==> config.mk <==
export PLATFORM = sky130hd
export DESIGN_NAME = progress_aware_wait_watchdog_unit
export DESIGN_NICKNAME = d
export VERILOG_FILES = /design/src/hw/rtl/pawwd_pkg.sv /design/src/hw/rtl/pawwd_minutes.sv /design/src/hw/rtl/pawwd_muldiv.sv /design/src/hw/rtl/progress_aware_wait_watchdog_unit.sv
export SDC_FILE = /design/constraint.sdc
export NUM_CORES = 2
export LEC_CHECK = 0
export ABC_AREA = 0
export BUFFER_PORTS_ARGS = -buffer_cell sky130_fd_sc_hd__clkbuf_2
export CORE_ASPECT_RATIO = 1.2
export CORE_MARGIN = 3
export CORE_UTILIZATION = 48
export DETAILED_ROUTE_END_ITERATION = 12
export PLACE_DENSITY_LB_ADDON = 0.25
export SLEW_MARGIN = 40
export SYNTH_ARGS = -nofsm -noshare
export SYNTH_HDL_FRONTEND = slang
export SYNTH_SLANG_ARGS = --single-unit
==> constraint.sdc <==
create_clock -name clk -period 22.1 [get_ports clk]
set_input_delay 1.105 -clock clk [delete_from_list [all_inputs] [get_ports clk]]
set_output_delay 1.105 -clock clk [all_outputs]
set_load 0.02 [all_outputs]
==> src/hw/rtl/pawwd_pkg.sv <==
// shared constants, register indexes and state types of the progress-aware wait watchdog
package pawwd_pkg;

    localparam int CFG_BITS     = 32;
    localparam int CFG_IDX_BITS = 3;
    localparam int MIN_BITS     = 25;
    localparam int PCT_BITS     = 16;
    localparam int MIN_REM_BITS = 16;
    localparam int SCALE_BITS   = 10;

    localparam logic [MIN_REM_BITS:0] MIN_MS    = 17'd60000;
    localparam logic [SCALE_BITS-1:0] PCT_SCALE = 10'd1000;

    localparam logic [CFG_BITS-1:0] FIRST_NOTE_RST     = 32'd900000;
    localparam logic [CFG_BITS-1:0] REPEAT_NOTE_RST    = 32'd1800000;
    localparam logic [CFG_BITS-1:0] ETA_SAMPLE_RST     = 32'd300000;
    localparam logic [CFG_BITS-1:0] OVERDUE_SLACK_RST  = 32'd3600000;
    localparam logic [CFG_BITS-1:0] OVERDUE_REPEAT_RST = 32'd3600000;
    localparam logic [CFG_BITS-1:0] STALL_RST          = 32'd1800000;

    typedef enum logic [CFG_IDX_BITS-1:0] {
        CFG_FIRST_NOTE     = 3'd0,
        CFG_REPEAT_NOTE    = 3'd1,
        CFG_ETA_SAMPLE     = 3'd2,
        CFG_OVERDUE_SLACK  = 3'd3,
        CFG_OVERDUE_REPEAT = 3'd4,
        CFG_STALL          = 3'd5
    } cfg_idx_t;

    typedef enum logic [2:0] {
        MD_IDLE = 3'b001,
        MD_MUL  = 3'b010,
        MD_DIV  = 3'b100
    } md_state_t;

    typedef enum logic [1:0] {
        MN_IDLE = 2'b01,
        MN_RUN  = 2'b10
    } mn_state_t;

    typedef enum logic [10:0] {
        ST_IDLE     = 11'b00000000001,
        ST_CLEAR    = 11'b00000000010,
        ST_TRACK    = 11'b00000000100,
        ST_DIFF     = 11'b00000001000,
        ST_START    = 11'b00000010000,
        ST_WAIT_MD  = 11'b00000100000,
        ST_PREDICT  = 11'b00001000000,
        ST_OVERDUE  = 11'b00010000000,
        ST_OVCHK    = 11'b00100000000,
        ST_WAIT_MIN = 11'b01000000000,
        ST_OUT      = 11'b10000000000
    } wd_state_t;

endpackage

==> src/hw/rtl/pawwd_minutes.sv <==
// bit-serial divide by 60000 with a saturating minutes result
module pawwd_minutes #(
    parameter int T_BITS = 40
) (
    input  logic                          clk,
    input  logic                          rst_n,
    input  logic                          start,
    input  logic [T_BITS-1:0]             value,
    output logic                          done,
    output logic [pawwd_pkg::MIN_BITS-1:0] minutes
);
    import pawwd_pkg::*;

    localparam int CW = $clog2(T_BITS);

    mn_state_t               state_reg;
    logic [CW-1:0]           cnt_reg;
    logic                    done_reg;
    logic [T_BITS-1:0]       val_reg;
    logic [MIN_REM_BITS-1:0] rem_reg;
    logic [MIN_BITS-1:0]     q_reg;
    logic                    ovf_reg;
    logic [MIN_REM_BITS:0]   rem_shift;
    logic [MIN_REM_BITS:0]   rem_diff;
    logic                    rem_ge;

    assign rem_shift = {rem_reg, val_reg[T_BITS-1]};
    assign rem_diff  = rem_shift - MIN_MS;
    assign rem_ge    = rem_shift >= MIN_MS;

    always_ff @(posedge clk or negedge rst_n)
    begin
        if (!rst_n)
        begin
            state_reg <= MN_IDLE;
            cnt_reg   <= '0;
            done_reg  <= 1'b0;
        end
        else
        begin
            done_reg <= 1'b0;
            case (state_reg)
                MN_IDLE:
                begin
                    if (start)
                    begin
                        state_reg <= MN_RUN;
                        cnt_reg   <= '0;
                    end
                end
                MN_RUN:
                begin
                    if (cnt_reg == CW'(T_BITS - 1))
                    begin
                        state_reg <= MN_IDLE;
                        done_reg  <= 1'b1;
                    end
                    else
                    begin
                        cnt_reg <= cnt_reg + 1'b1;
                    end
                end
                default:
                begin
                    state_reg <= MN_IDLE;
                end
            endcase
        end
    end

    // one quotient bit per cycle, msb first
    always_ff @(posedge clk)
    begin
        if (state_reg == MN_IDLE && start)
        begin
            val_reg <= value;
            rem_reg <= '0;
            q_reg   <= '0;
            ovf_reg <= 1'b0;
        end
        else if (state_reg == MN_RUN)
        begin
            val_reg <= {val_reg[T_BITS-2:0], 1'b0};
            rem_reg <= rem_ge ? rem_diff[MIN_REM_BITS-1:0] : rem_shift[MIN_REM_BITS-1:0];
            q_reg   <= {q_reg[MIN_BITS-2:0], rem_ge};
            ovf_reg <= ovf_reg | q_reg[MIN_BITS-1];
        end
    end

    assign done    = done_reg;
    assign minutes = ovf_reg ? '1 : q_reg;

endmodule

==> src/hw/rtl/pawwd_muldiv.sv <==
// bit-serial shift-add multiply followed by restoring divide, saturating quotient
module pawwd_muldiv #(
    parameter int A_BITS = 40,
    parameter int B_BITS = 40,
    parameter int Q_BITS = 40
) (
    input  logic              clk,
    input  logic              rst_n,
    input  logic              start,
    input  logic [A_BITS-1:0] a,
    input  logic [B_BITS-1:0] b,
    input  logic [A_BITS-1:0] d,
    output logic              done,
    output logic [Q_BITS-1:0] q
);
    import pawwd_pkg::*;

    localparam int PW = A_BITS + B_BITS;
    localparam int CW = $clog2(PW);

    md_state_t         state_reg;
    logic [CW-1:0]     cnt_reg;
    logic              done_reg;
    logic [A_BITS-1:0] a_reg;
    logic [A_BITS-1:0] d_reg;
    logic [A_BITS-1:0] rem_reg;
    logic [PW-1:0]     prod_reg;
    logic [Q_BITS-1:0] q_reg;
    logic              ovf_reg;
    logic [A_BITS:0]   acc_sum;
    logic [A_BITS:0]   rem_shift;
    logic [A_BITS:0]   rem_diff;
    logic              rem_ge;

    assign acc_sum   = {1'b0, prod_reg[PW-1:B_BITS]} + {1'b0, a_reg};
    assign rem_shift = {rem_reg, prod_reg[PW-1]};
    assign rem_diff  = rem_shift - {1'b0, d_reg};
    assign rem_ge    = rem_shift >= {1'b0, d_reg};

    always_ff @(posedge clk or negedge rst_n)
    begin
        if (!rst_n)
        begin
            state_reg <= MD_IDLE;
            cnt_reg   <= '0;
            done_reg  <= 1'b0;
        end
        else
        begin
            done_reg <= 1'b0;
            case (state_reg)
                MD_IDLE:
                begin
                    if (start)
                    begin
                        state_reg <= MD_MUL;
                        cnt_reg   <= '0;
                    end
                end
                MD_MUL:
                begin
                    if (cnt_reg == CW'(B_BITS - 1))
                    begin
                        state_reg <= MD_DIV;
                        cnt_reg   <= '0;
                    end
                    else
                    begin
                        cnt_reg <= cnt_reg + 1'b1;
                    end
                end
                MD_DIV:
                begin
                    if (cnt_reg == CW'(PW - 1))
                    begin
                        state_reg <= MD_IDLE;
                        done_reg  <= 1'b1;
                    end
                    else
                    begin
                        cnt_reg <= cnt_reg + 1'b1;
                    end
                end
                default:
                begin
                    state_reg <= MD_IDLE;
                end
            endcase
        end
    end

    // multiplier bits leave at the bottom while the product grows in at the top,
    // then the product shifts out msb first into the remainder
    always_ff @(posedge clk)
    begin
        if (state_reg == MD_IDLE && start)
        begin
            a_reg    <= a;
            d_reg    <= d;
            prod_reg <= {{A_BITS{1'b0}}, b};
            rem_reg  <= '0;
            q_reg    <= '0;
            ovf_reg  <= 1'b0;
        end
        else if (state_reg == MD_MUL)
        begin
            prod_reg <= prod_reg[0] ? {acc_sum, prod_reg[B_BITS-1:1]}
                                    : {1'b0, prod_reg[PW-1:1]};
        end
        else if (state_reg == MD_DIV)
        begin
            prod_reg <= {prod_reg[PW-2:0], 1'b0};
            rem_reg  <= rem_ge ? rem_diff[A_BITS-1:0] : rem_shift[A_BITS-1:0];
            q_reg    <= {q_reg[Q_BITS-2:0], rem_ge};
            ovf_reg  <= ovf_reg | q_reg[Q_BITS-1];
        end
    end

    assign done = done_reg;
    assign q    = ovf_reg ? '1 : q_reg;

endmodule

==> src/hw/rtl/progress_aware_wait_watchdog_unit.sv <==
// Progress-aware wait watchdog: one result transaction per wait-slice transaction.
//
// Input channel (in_valid/in_stall) carries one timed-out wait slice: elapsed time,
// a new_wait flag and an optional done/total progress pair. Output channel
// (out_valid/out_stall) returns the time-only, stall and overdue notes with elapsed,
// stalled and predicted minutes and the done ratio in tenths of a percent.
// Registers are written through cfg_we/cfg_index/cfg_data. The user must write them
// only while the block is idle; the block itself does not enforce it.
//
// One transaction is handled at a time: the bit-serial multiply-divide of the
// prediction and the done ratio runs first, then the serial divide by 60000 of
// the predicted total. The next transaction is accepted as soon as the result
// has moved into the output register, while it still waits there.
//
// Reset loads the register defaults and clears all tracking state; no clearing
// pass is needed. When the receiver stalls, the result holds on the output; a
// finished second result then waits inside and in_stall stays high.
module progress_aware_wait_watchdog_unit #(
    parameter int TIME_BITS  = 40,
    parameter int COUNT_BITS = 40
) (
    input  logic                              clk,
    input  logic                              rst_n,
    input  logic                              cfg_we,
    input  logic [pawwd_pkg::CFG_IDX_BITS-1:0] cfg_index,
    input  logic [pawwd_pkg::CFG_BITS-1:0]     cfg_data,
    input  logic                              in_valid,
    output logic                              in_stall,
    input  logic                              new_wait,
    input  logic [TIME_BITS-1:0]              elapsed_ms,
    input  logic                              probe_valid,
    input  logic [COUNT_BITS-1:0]             done_count,
    input  logic [COUNT_BITS-1:0]             total_count,
    output logic                              out_valid,
    input  logic                              out_stall,
    output logic                              time_only_note,
    output logic                              stall_note,
    output logic                              overdue_note,
    output logic [pawwd_pkg::MIN_BITS-1:0]     elapsed_minutes,
    output logic [pawwd_pkg::MIN_BITS-1:0]     stalled_minutes,
    output logic [pawwd_pkg::MIN_BITS-1:0]     predicted_minutes,
    output logic [pawwd_pkg::PCT_BITS-1:0]     percent_tenths
);
    import pawwd_pkg::*;

    function automatic logic [TIME_BITS-1:0] sat_add(input logic [TIME_BITS-1:0] x,
                                                     input logic [TIME_BITS-1:0] y);
        logic [TIME_BITS:0] s;
        s = {1'b0, x} + {1'b0, y};
        sat_add = s[TIME_BITS] ? '1 : s[TIME_BITS-1:0];
    endfunction

    function automatic logic [TIME_BITS-1:0] sat_sub(input logic [TIME_BITS-1:0] x,
                                                     input logic [TIME_BITS-1:0] y);
        sat_sub = (x >= y) ? x - y : '0;
    endfunction

    wd_state_t state_reg;
    wd_state_t state_next;

    // configuration registers
    logic [CFG_BITS-1:0] first_note_reg;
    logic [CFG_BITS-1:0] repeat_note_reg;
    logic [CFG_BITS-1:0] eta_sample_reg;
    logic [CFG_BITS-1:0] overdue_slack_reg;
    logic [CFG_BITS-1:0] overdue_repeat_reg;
    logic [CFG_BITS-1:0] stall_ms_reg;

    // captured transaction
    logic                  new_wait_reg;
    logic [TIME_BITS-1:0]  elapsed_reg;
    logic                  probed_reg;
    logic [COUNT_BITS-1:0] done_reg;
    logic [COUNT_BITS-1:0] total_reg;

    // tracking state
    logic                  seen_reg;
    logic [COUNT_BITS-1:0] base_done_reg;
    logic [TIME_BITS-1:0]  base_time_reg;
    logic [COUNT_BITS-1:0] prev_done_reg;
    logic [TIME_BITS-1:0]  last_move_reg;
    logic [TIME_BITS-1:0]  pred_reg;
    logic [TIME_BITS-1:0]  next_over_reg;
    logic [TIME_BITS-1:0]  next_stall_reg;
    logic [TIME_BITS-1:0]  next_note_reg;

    // per-transaction work
    logic [TIME_BITS-1:0]  still_reg;
    logic [TIME_BITS-1:0]  span_reg;
    logic [COUNT_BITS-1:0] left_reg;
    logic [COUNT_BITS-1:0] gain_reg;
    logic                  need_eta_reg;
    logic                  rem_ok_reg;
    logic [TIME_BITS-1:0]  od_lim_reg;
    logic [PCT_BITS-1:0]   pct_reg;
    logic                  t_note_reg;
    logic                  s_note_reg;
    logic                  o_note_reg;

    // output register
    logic                  out_valid_reg;
    logic                  t_out_reg;
    logic                  s_out_reg;
    logic                  o_out_reg;
    logic [MIN_BITS-1:0]   emin_out_reg;
    logic [MIN_BITS-1:0]   smin_out_reg;
    logic [MIN_BITS-1:0]   pmin_out_reg;
    logic [PCT_BITS-1:0]   pct_out_reg;

    logic                  in_take;
    logic                  out_load;
    logic                  md_start;
    logic                  pmin_start;
    logic                  pct_done;
    logic                  eta_done;
    logic [TIME_BITS-1:0]  pct_q;
    logic [TIME_BITS-1:0]  eta_q;
    logic                  emin_done;
    logic                  smin_done;
    logic                  pmin_done;
    logic [MIN_BITS-1:0]   emin_q;
    logic [MIN_BITS-1:0]   smin_q;
    logic [MIN_BITS-1:0]   pmin_q;
    logic [TIME_BITS-1:0]  remaining;

    assign in_stall   = (state_reg != ST_IDLE);
    assign in_take    = in_valid && (state_reg == ST_IDLE);
    assign out_load   = (state_reg == ST_OUT) && (!out_valid_reg || !out_stall);
    assign md_start   = (state_reg == ST_START);
    assign pmin_start = (state_reg == ST_OVERDUE);
    assign remaining  = rem_ok_reg ? eta_q : '0;

    pawwd_muldiv #(
        .A_BITS(COUNT_BITS),
        .B_BITS(TIME_BITS),
        .Q_BITS(TIME_BITS)
    ) u_pct_muldiv (
        .clk   (clk),
        .rst_n (rst_n),
        .start (md_start),
        .a     (done_reg),
        .b     (TIME_BITS'(PCT_SCALE)),
        .d     (total_reg),
        .done  (pct_done),
        .q     (pct_q)
    );

    pawwd_muldiv #(
        .A_BITS(COUNT_BITS),
        .B_BITS(TIME_BITS),
        .Q_BITS(TIME_BITS)
    ) u_eta_muldiv (
        .clk   (clk),
        .rst_n (rst_n),
        .start (md_start),
        .a     (left_reg),
        .b     (span_reg),
        .d     (gain_reg),
        .done  (eta_done),
        .q     (eta_q)
    );

    pawwd_minutes #(
        .T_BITS(TIME_BITS)
    ) u_elapsed_min (
        .clk     (clk),
        .rst_n   (rst_n),
        .start   (md_start),
        .value   (elapsed_reg),
        .done    (emin_done),
        .minutes (emin_q)
    );

    pawwd_minutes #(
        .T_BITS(TIME_BITS)
    ) u_stalled_min (
        .clk     (clk),
        .rst_n   (rst_n),
        .start   (md_start),
        .value   (still_reg),
        .done    (smin_done),
        .minutes (smin_q)
    );

    pawwd_minutes #(
        .T_BITS(TIME_BITS)
    ) u_predicted_min (
        .clk     (clk),
        .rst_n   (rst_n),
        .start   (pmin_start),
        .value   (pred_reg),
        .done    (pmin_done),
        .minutes (pmin_q)
    );

    always_comb
    begin
        state_next = state_reg;
        case (state_reg)
            ST_IDLE:     if (in_valid) state_next = ST_CLEAR;
            ST_CLEAR:    state_next = ST_TRACK;
            ST_TRACK:    state_next = ST_DIFF;
            ST_DIFF:     state_next = ST_START;
            ST_START:    state_next = ST_WAIT_MD;
            ST_WAIT_MD:  if (pct_done && eta_done) state_next = ST_PREDICT;
            ST_PREDICT:  state_next = ST_OVERDUE;
            ST_OVERDUE:  state_next = ST_OVCHK;
            ST_OVCHK:    state_next = ST_WAIT_MIN;
            ST_WAIT_MIN: if (pmin_done) state_next = ST_OUT;
            ST_OUT:      if (out_load) state_next = ST_IDLE;
            default:     state_next = ST_IDLE;
        endcase
    end

    always_ff @(posedge clk or negedge rst_n)
    begin
        if (!rst_n)
        begin
            state_reg <= ST_IDLE;
        end
        else
        begin
            state_reg <= state_next;
        end
    end

    always_ff @(posedge clk or negedge rst_n)
    begin
        if (!rst_n)
        begin
            first_note_reg     <= FIRST_NOTE_RST;
            repeat_note_reg    <= REPEAT_NOTE_RST;
            eta_sample_reg     <= ETA_SAMPLE_RST;
            overdue_slack_reg  <= OVERDUE_SLACK_RST;
            overdue_repeat_reg <= OVERDUE_REPEAT_RST;
            stall_ms_reg       <= STALL_RST;
        end
        else if (cfg_we)
        begin
            case (cfg_index)
                CFG_FIRST_NOTE:     first_note_reg     <= cfg_data;
                CFG_REPEAT_NOTE:    repeat_note_reg    <= cfg_data;
                CFG_ETA_SAMPLE:     eta_sample_reg     <= cfg_data;
                CFG_OVERDUE_SLACK:  overdue_slack_reg  <= cfg_data;
                CFG_OVERDUE_REPEAT: overdue_repeat_reg <= cfg_data;
                CFG_STALL:          stall_ms_reg       <= cfg_data;
                default:            ;
            endcase
        end
    end

    // capture of the input transaction
    always_ff @(posedge clk)
    begin
        if (in_take)
        begin
            new_wait_reg <= new_wait;
            elapsed_reg  <= elapsed_ms;
            probed_reg   <= probe_valid && (total_count != '0);
            done_reg     <= done_count;
            total_reg    <= total_count;
        end
    end

    // tracking state
    always_ff @(posedge clk or negedge rst_n)
    begin
        if (!rst_n)
        begin
            seen_reg       <= 1'b0;
            base_done_reg  <= '0;
            base_time_reg  <= '0;
            prev_done_reg  <= '0;
            last_move_reg  <= '0;
            pred_reg       <= '0;
            next_over_reg  <= '0;
            next_stall_reg <= TIME_BITS'(STALL_RST);
            next_note_reg  <= TIME_BITS'(FIRST_NOTE_RST);
        end
        else
        begin
            case (state_reg)
                ST_CLEAR:
                begin
                    if (new_wait_reg)
                    begin
                        seen_reg       <= 1'b0;
                        base_done_reg  <= '0;
                        base_time_reg  <= '0;
                        prev_done_reg  <= '0;
                        last_move_reg  <= '0;
                        pred_reg       <= '0;
                        next_over_reg  <= '0;
                        next_stall_reg <= TIME_BITS'(stall_ms_reg);
                        next_note_reg  <= TIME_BITS'(first_note_reg);
                    end
                end
                ST_TRACK:
                begin
                    if (!probed_reg)
                    begin
                        if (elapsed_reg >= next_note_reg)
                        begin
                            next_note_reg <= sat_add(elapsed_reg, TIME_BITS'(repeat_note_reg));
                        end
                    end
                    else
                    begin
                        // progress went backwards or first seen: restart measuring
                        if (!seen_reg || done_reg < prev_done_reg)
                        begin
                            seen_reg      <= 1'b1;
                            base_done_reg <= done_reg;
                            base_time_reg <= elapsed_reg;
                            last_move_reg <= elapsed_reg;
                            pred_reg      <= '0;
                            next_over_reg <= '0;
                        end
                        else if (done_reg != prev_done_reg)
                        begin
                            last_move_reg <= elapsed_reg;
                        end
                        prev_done_reg <= done_reg;
                    end
                end
                ST_START:
                begin
                    if (probed_reg && still_reg >= TIME_BITS'(stall_ms_reg)
                        && elapsed_reg >= next_stall_reg)
                    begin
                        next_stall_reg <= sat_add(elapsed_reg, TIME_BITS'(stall_ms_reg));
                    end
                end
                ST_PREDICT:
                begin
                    if (probed_reg && need_eta_reg)
                    begin
                        pred_reg <= sat_add(elapsed_reg, remaining);
                    end
                end
                ST_OVCHK:
                begin
                    if (probed_reg && pred_reg != '0 && elapsed_reg >= od_lim_reg
                        && (next_over_reg == '0 || elapsed_reg >= next_over_reg))
                    begin
                        next_over_reg <= sat_add(elapsed_reg, TIME_BITS'(overdue_repeat_reg));
                    end
                end
                default:
                begin
                end
            endcase
        end
    end

    // per-transaction working values
    always_ff @(posedge clk)
    begin
        case (state_reg)
            ST_CLEAR:
            begin
                t_note_reg <= 1'b0;
                s_note_reg <= 1'b0;
                o_note_reg <= 1'b0;
            end
            ST_TRACK:
            begin
                if (!probed_reg && elapsed_reg >= next_note_reg)
                begin
                    t_note_reg <= 1'b1;
                end
            end
            ST_DIFF:
            begin
                still_reg <= sat_sub(elapsed_reg, last_move_reg);
                span_reg  <= sat_sub(elapsed_reg, base_time_reg);
                left_reg  <= total_reg - done_reg;
                gain_reg  <= done_reg - base_done_reg;
            end
            ST_START:
            begin
                need_eta_reg <= (pred_reg == '0) && (span_reg >= TIME_BITS'(eta_sample_reg))
                                && (done_reg > base_done_reg);
                rem_ok_reg   <= (total_reg > done_reg) && (span_reg != '0);
                if (probed_reg && still_reg >= TIME_BITS'(stall_ms_reg)
                    && elapsed_reg >= next_stall_reg)
                begin
                    s_note_reg <= 1'b1;
                end
            end
            ST_PREDICT:
            begin
                pct_reg <= (pct_q[TIME_BITS-1:PCT_BITS] != '0) ? '1 : pct_q[PCT_BITS-1:0];
            end
            ST_OVERDUE:
            begin
                od_lim_reg <= sat_add(pred_reg, TIME_BITS'(overdue_slack_reg));
            end
            ST_OVCHK:
            begin
                if (probed_reg && pred_reg != '0 && elapsed_reg >= od_lim_reg
                    && (next_over_reg == '0 || elapsed_reg >= next_over_reg))
                begin
                    o_note_reg <= 1'b1;
                end
            end
            default:
            begin
            end
        endcase
    end

    // output register
    always_ff @(posedge clk or negedge rst_n)
    begin
        if (!rst_n)
        begin
            out_valid_reg <= 1'b0;
        end
        else if (out_load)
        begin
            out_valid_reg <= 1'b1;
        end
        else if (!out_stall)
        begin
            out_valid_reg <= 1'b0;
        end
    end

    always_ff @(posedge clk)
    begin
        if (out_load)
        begin
            t_out_reg    <= t_note_reg;
            s_out_reg    <= s_note_reg;
            o_out_reg    <= o_note_reg;
            emin_out_reg <= emin_q;
            smin_out_reg <= probed_reg ? smin_q : '0;
            pmin_out_reg <= pmin_q;
            pct_out_reg  <= probed_reg ? pct_reg : '0;
        end
    end

    assign out_valid         = out_valid_reg;
    assign time_only_note    = t_out_reg;
    assign stall_note        = s_out_reg;
    assign overdue_note      = o_out_reg;
    assign elapsed_minutes   = emin_out_reg;
    assign stalled_minutes   = smin_out_reg;
    assign predicted_minutes = pmin_out_reg;
    assign percent_tenths    = pct_out_reg;

`ifndef SYNTHESIS
    // an accepted transaction always starts its processing sequence
    assert property (@(posedge clk) disable iff (!rst_n)
        in_valid && !in_stall |=> state_reg == ST_CLEAR)
        else $error("accepted transaction did not start processing");

    // a result only appears from the final sequencer step
    assert property (@(posedge clk) disable iff (!rst_n)
        $rose(out_valid) |-> $past(state_reg == ST_OUT))
        else $error("result appeared outside the output step");

    // the time-only note excludes the progress notes
    assert property (@(posedge clk) disable iff (!rst_n)
        out_valid |-> !(time_only_note && (stall_note || overdue_note)))
        else $error("time-only note together with a progress note");

    // both multiply-divide units run in lockstep
    assert property (@(posedge clk) disable iff (!rst_n)
        pct_done == eta_done)
        else $error("multiply-divide units out of step");
`endif

endmodule

======== Yosys cells after proc, flatten, opt, wreduce, memory -nomap -nowiden ========
Index checks and enable logic that the tools add are counted.
operators by class
  add/sub/neg operators ................... 21
  $lt $le $gt $ge ......................... 16
  eq/ne operators ......................... 69
  multiplexer cells ....................... 105
  bitwise gates (word level) .............. 7
  reductions and logical operators ........ 79
operators by type and width
  kind                                                                                   number
  40-bit two-way mux                                                                     34
  80-bit two-way mux                                                                     6
  40-bit one-hot mux with 2 select lines                                                 6
  40-bit greater-or-equal comparator                                                     6
  40-bit one-hot mux with 3 select lines                                                 2
  40-bit subtractor                                                                      6
  40-bit by 32-bit adder with 41-bit output                                              4
  40-bit by 40-bit adder with 41-bit output                                              3
  11-bit one-hot mux with 11 select lines                                                1
  40-bit nonzero test                                                                    3
  41-bit by 40-bit greater-or-equal comparator with 1-bit output                         2
  40-bit by 32-bit greater-or-equal comparator with 1-bit output                         2
  40-bit greater-than comparator                                                         2
  40-bit zero test                                                                       2
  17-bit by 16-bit greater-or-equal comparator with 1-bit output, second input constant  3
  16-bit two-way mux                                                                     3
  16-bit subtractor, second input constant                                               3
  11-bit two-way mux                                                                     4
  7-bit one-hot mux with 3 select lines                                                  2
  40-bit less-than comparator                                                            1
  40-bit != test                                                                         1
  2-bit != test, second input constant                                                   18
  6-bit one-hot mux with 2 select lines                                                  3
  7-bit two-way mux                                                                      5
  other kinds (46)                                                                       175
word-level totals
  register bits ........................... 1,737
  bits of input ports ..................... 162
  word-level logic and storage cells ...... 375

======== Logic depth before layout (Yosys ltp) ========
  depth after elaboration ................. 6
  gate-level depth with buffers ........... 18

======== Modules after synthesis ========
Synthesis repeated with hierarchy kept, for this count alone.
unflattened totals
  cell total of the unflattened synthesis .. 10,737
  area total of the unflattened synthesis .. 102,025.4 sq um
by module, submodules not included
  module                             instances  cells each  area each (sq um)  seq. area each (sq um)
  progress_aware_wait_watchdog_unit  1          6,166       59,992.5           26,367.8
  pawwd_muldiv at u_pct_muldiv       1          1,734       14,979.4           6,302.3
  pawwd_muldiv at u_eta_muldiv       1          1,724       14,839.2           6,302.3
  pawwd_minutes                      3          371         4,071.4            2,268.4

======== Worst setup path before layout ========
No wires, ideal clock.
  kind .................................... register to register
  start point ............................. register state_reg[1]
  end point ............................... register done_reg[0], enable pin
  library setup time ...................... 0.604 ns
  arrival time ............................ 6.719 ns
  required time ........................... 21.496 ns
  setup slack ............................. 14.778 ns
  cell stages (with the launch flop) ...... 6
  period minus slack after synthesis ...... 7.322 ns
  cells stage by stage .................... dfrtp_1 -> nor2_1 -> nand2_1 -> nor4_1 -> nand4b_1 -> nor2_1
on the way
  word-level cells in the longest chain between the ends .. 2
ends and longest elaborated chain
  element                                          RTL line                                  text
  start, declared                                  progress_aware_wait_watchdog_unit.sv:58   wd_state_t state_reg;
  start signal, assigned                           progress_aware_wait_watchdog_unit.sv:223  state_reg <= state_next;
  11-bit by 1-bit equality test with 1-bit output  progress_aware_wait_watchdog_unit.sv:127  assign in_take = in_valid && (state_reg == ST_IDLE);
  1-bit logical AND                                progress_aware_wait_watchdog_unit.sv:127
  via in_take                                      progress_aware_wait_watchdog_unit.sv:110  logic in_take;
  end signal, assigned                             progress_aware_wait_watchdog_unit.sv:260  done_reg <= done_count;
  end, declared                                    progress_aware_wait_watchdog_unit.sv:73   logic [COUNT_BITS-1:0] done_reg;
The timed path passes the listed nets, and every way through them passes these cells.
A chain may end at the register's enable or synchronous reset.

======== Worst setup path after layout ========
  start point ............................. register elapsed_reg[3]
  end point ............................... register next_note_reg[10]
on the way
  word-level cells in the longest chain between the ends .. 5
  elaborated cells on any way between the ends .. 8
  those cells by class .................... add/sub (1); order compare (1); eq/ne (1); mux (4); reduce/logical (1)
ends and longest elaborated chain
  element                                    RTL line                                  text
  start, declared                            progress_aware_wait_watchdog_unit.sv:71   logic [TIME_BITS-1:0] elapsed_reg;
  start signal, assigned                     progress_aware_wait_watchdog_unit.sv:258  elapsed_reg <= elapsed_ms;
  40-bit by 32-bit adder with 41-bit output  progress_aware_wait_watchdog_unit.sv:49   s = {1'b0, x} + {1'b0, y};
  40-bit two-way mux                         progress_aware_wait_watchdog_unit.sv:50   sat_add = s[TIME_BITS] ? '1 : s[TIME_BITS-1:0];
  40-bit two-way mux                         progress_aware_wait_watchdog_unit.sv:302  if (elapsed_reg >= next_note_reg)
  40-bit two-way mux                         progress_aware_wait_watchdog_unit.sv:300  if (!probed_reg)
  40-bit one-hot mux with 2 select lines     progress_aware_wait_watchdog_unit.sv:282  case (state_reg)
  end signal, assigned                       progress_aware_wait_watchdog_unit.sv:278  next_note_reg <= TIME_BITS'(FIRST_NOTE_RST);
  end signal, assigned                       progress_aware_wait_watchdog_unit.sv:295  next_note_reg <= TIME_BITS'(first_note_reg);
  end signal, assigned                       progress_aware_wait_watchdog_unit.sv:304  next_note_reg <= sat_add(elapsed_reg, TIME_BITS'(repeat_note_reg));
  end, declared                              progress_aware_wait_watchdog_unit.sv:85   logic [TIME_BITS-1:0] next_note_reg;
Several ways; a longest one is shown, not always the timed one. The select of a mux whose other input is x is not followed.

==> impl_metrics.csv <==
group,metric,value,unit
run_status,status,"finished, final reports clean",
floorplan,core_area,0.2029,sq mm
placed_design,port-buffer-count,257,
clock_network,clk_pin_slew,70,ps
final_layout,final_nets,11247,
clock_network,ctsHoldBuffers,0,
clock_network,insertion_delay,870,ps
final_layout,fin_cells,13139,
global_route,grt_max_degree,118,
synth,synth_area,0.09795,sq mm
floorplan,placementRows,181,
setup_path,cp_cell_sequence,"ha_1 > o21ai_0 > o21ai_0 > nand4b_1 > a21oi_1 > nor3_1 > a211oi_1 > a2111oi_0 > nor2_1 > a21oi_2 > buf_4 > a21oi_1",
timing,relSlewSlack,42.18,%
setup_path,start_kind,"register",
synth,synth_edf_count,757,
clock_network,cts_buffer_depth,3,
synth,netlist-cell-type-count,102,
global_route,grt.overflow.total,0,
detailed_routing,wl_per_cell,22.22,microns
synth,ys_ff_latch,1737,
pwr,p_comb_share,29.6,%
pwr,power_density,96.10,mW/mm^2
setup_path,crit_family,"compound AO/OA/AOI/OAI gates",
detailed_routing,drc,0,
placed_design,place.gp.congestion,0.9369,
synth,async_flop_share,32.93,%
timing,hold_viol_final,0,
clock_network,cts_setup_buffers,0,
timing,slew_viol_final,0,
timing,hold-worst-slack,266.7,ps
setup_path,critPathKind,"register to register",
synth,dominantRegCellSynth,"edfxtp_1",
timing,rsz0062_at_grt,"false",
detailed_routing,drtAntennaViolNets,0,
detailed_routing,route.vias.total,77841,
pwr,leakagePower,46.39,nW
global_route,grt_usage,27.24,%
synth,synth_common_cells,"1247 x nand2_1, 782 x o21ai_0, 773 x a21oi_1",
clock_network,cts_tree,"built",
setup_path,slowest_stage,"edfxtp_1",
synth,ys_top_cells_by_area,"edfxtp_1 23%, dfrtp_1 12%, ha_1 9.7%",
floorplan,die_w,418.4,microns
job,drv_cap,0,
floorplan,dieArea,0.2095,sq mm
pwr,seqPwrFrac,38.3,%
final_layout,multiInputGateArea,0.04877,sq mm
clock_network,h-tree-depth,4,
detailed_routing,dr.first_iter.drc_count,6082,
synth,yosysWarnings,0,
setup_path,cp_slowest_stage_delay,910,ps
global_route,grt_pass1_wl,442.5,mm
clock_network,clockRootBuffer,"clkbuf_16",
synth,netlist.top_cell.by_area,"edfxtp_1",
placed_design,dpl.hpwl,208.1,mm
global_route,first_global_vias,76009,
synth,synth_top_area_share,23.21,%
floorplan,start_util,48.27,%
timing,period_share,21.71,%
timing,setup_viol,0,
synth,synth.net_count,11105,
pwr,p_switching,3.546,mW
timing,final.setup.tns,0,ps
synth,avgSynthCellArea,9.632,sq um
floorplan,pin_count,258,
timing,fmax,0.2084,GHz
final_layout,areaGrowthSynthToFinish,11.28,%
clock_network,clock_sinks,1737,
timing,worstMarginPinSlew,867.3,ps
detailed_routing,vias_per_cell,5.924,
worst_hold_path,hold_class,"input pin to async pin",
pwr,p_int,6.929,mW
timing,skew,48.17,ps
clock_network,numCtsBuffers,185,
setup_path,crit_path_end_kind,"register",
timing,finalCriticalPeriod,4799,ps
pwr,clkPwrFrac,32.1,%
setup_path,worst-path-buf-inv,1,
setup_path,critical_path_required,22830,ps
synth,ys_seq_area_share,46.27,%
floorplan,die_h,500.9,microns
detailed_routing,wirelength,292.0,mm
setup_path,critPathArrivalTime,5530,ps
placed_design,placedCellCount,12778,
pwr,max-vdd-ir-drop,0.09630,mV
synth,synth_cells,10170,
pwr,sw_frac_of_total,33.85,%
synth,synth.most_common_cell,"nand2_1",
detailed_routing,dr.pass1.iters,8,
final_layout,drive_gt1_share,11.09,%
setup_path,path_max_fanout,32,
global_route,antenna_found_initial,19,
clock_network,post_cts_resize_count,0,
final_layout,seqCellArea,0.04533,sq mm
final_layout,nFillCells,18052,
-- layout by cell type, fill, tap and decap left out, drive strengths merged, types with 22 or more instances in the layout --
| cell | count |
|---|---|
| nand2 | 1247 |
| o21ai | 796 |
| a21oi | 775 |
| ha | 760 |
| edfxtp | 757 |
| inv | 653 |
| nor2 | 612 |
| clkbuf | 502 |
| dfrtp | 481 |
| dfxtp | 408 |
| nand3 | 311 |
| a21o | 302 |
| xnor2 | 269 |
| mux2 | 208 |
| xor2 | 187 |
| buf | 144 |
| o21a | 132 |
| nand4 | 118 |
| nor3 | 116 |
| mux2i | 111 |
| a211oi | 102 |
| nand2b | 94 |
| dfstp | 91 |
| nor2b | 84 |
| or3 | 77 |
| nor4 | 76 |
| o21bai | 74 |
| or2 | 74 |
| o22ai | 71 |
| o211ai | 63 |
| and3 | 61 |
| a31oi | 59 |
| clkinv | 58 |
| and2 | 53 |
| a221oi | 49 |
| a22oi | 47 |
| o31ai | 42 |
| a222oi | 36 |
| bufinv | 29 |
| a21boi | 22 |
-- power by group through the flow --
stage	Combinational, mW	Clock (mW)	Sequential, mW
final	3.10	3.36	4.02
after global routing	3.42	3.56	4.04
after CTS	3.07	3.43	4.01
after detailed placement	3.04	0	4.08
after global placement	2.96	0	4.07
after floorplan	2.12	0	4.01
-- per-layer routing --
layer | global-route usage, % | vias up | wire length (microns)
met5 | 0 | - | 49
met1 | 32.33 | 37718 | 115300
li1 | - | 36956 | -
met4 | 15.23 | 8 | 18300
met2 | 47.14 | 2426 | 142300
met3 | 4.072 | 733 | 16040
-- worst paths after layout --
kind                            slack [ps]           start  cells past startpoint                      to
max in group asynchronous            19150           rst_n                      5       next_over_reg[10]
worst max register to register       17300  elapsed_reg[3]                     12       next_note_reg[10]
worst min register to register         410    left_reg[22]                      0  u_eta_muldiv.a_reg[22]
worst min-delay path                   270           rst_n                      1       prev_done_reg[13]
worst max-delay path                 17300  elapsed_reg[3]                     12       next_note_reg[10]
min in group clk                       410  elapsed_ms[28]                      1         elapsed_reg[28]
-- layout make-up --
type,instances,share of cell area [%]
Inverter,645,2.233
Clock inverter,105,1.372
Multi-Input combinational cell,7343,44.74
Timing Repair Buffer,400,2.329
Antenna cell,10,0.02296
Tap cell,2653,3.045
Clock buffer,246,4.672
Sequential cell,1737,41.59
-- through the flow --
step | setup WS, ps | utilization, % | total power [mW] | cell area (sq um)
floorplan | 14780 | - | 6.130 | 97950
global placement | 17430 | 50.32 | 7.037 | 102100
detailed placement | 17300 | 50.45 | 7.118 | 102400
CTS | 17310 | 53.69 | 10.51 | 108900
global route | 17140 | 53.71 | 11.01 | 109000
finish | 17300 | 53.72 | 10.48 | 109000
-- kinds of logic after synthesis --
| family | after synthesis | synth area share (%) |
|---|---|---|
| buf+inv | 1090 | 4.242 |
| mux | 319 | 3.525 |
| xor+xnor | 456 | 4.077 |
| compound gates | 2775 | 17.68 |
| flops | 1737 | 46.27 |
| fa+ha+maj | 773 | 9.974 |
| simple gates | 3020 | 14.23 |
Note: power is estimated with default switching activity, not from simulation.
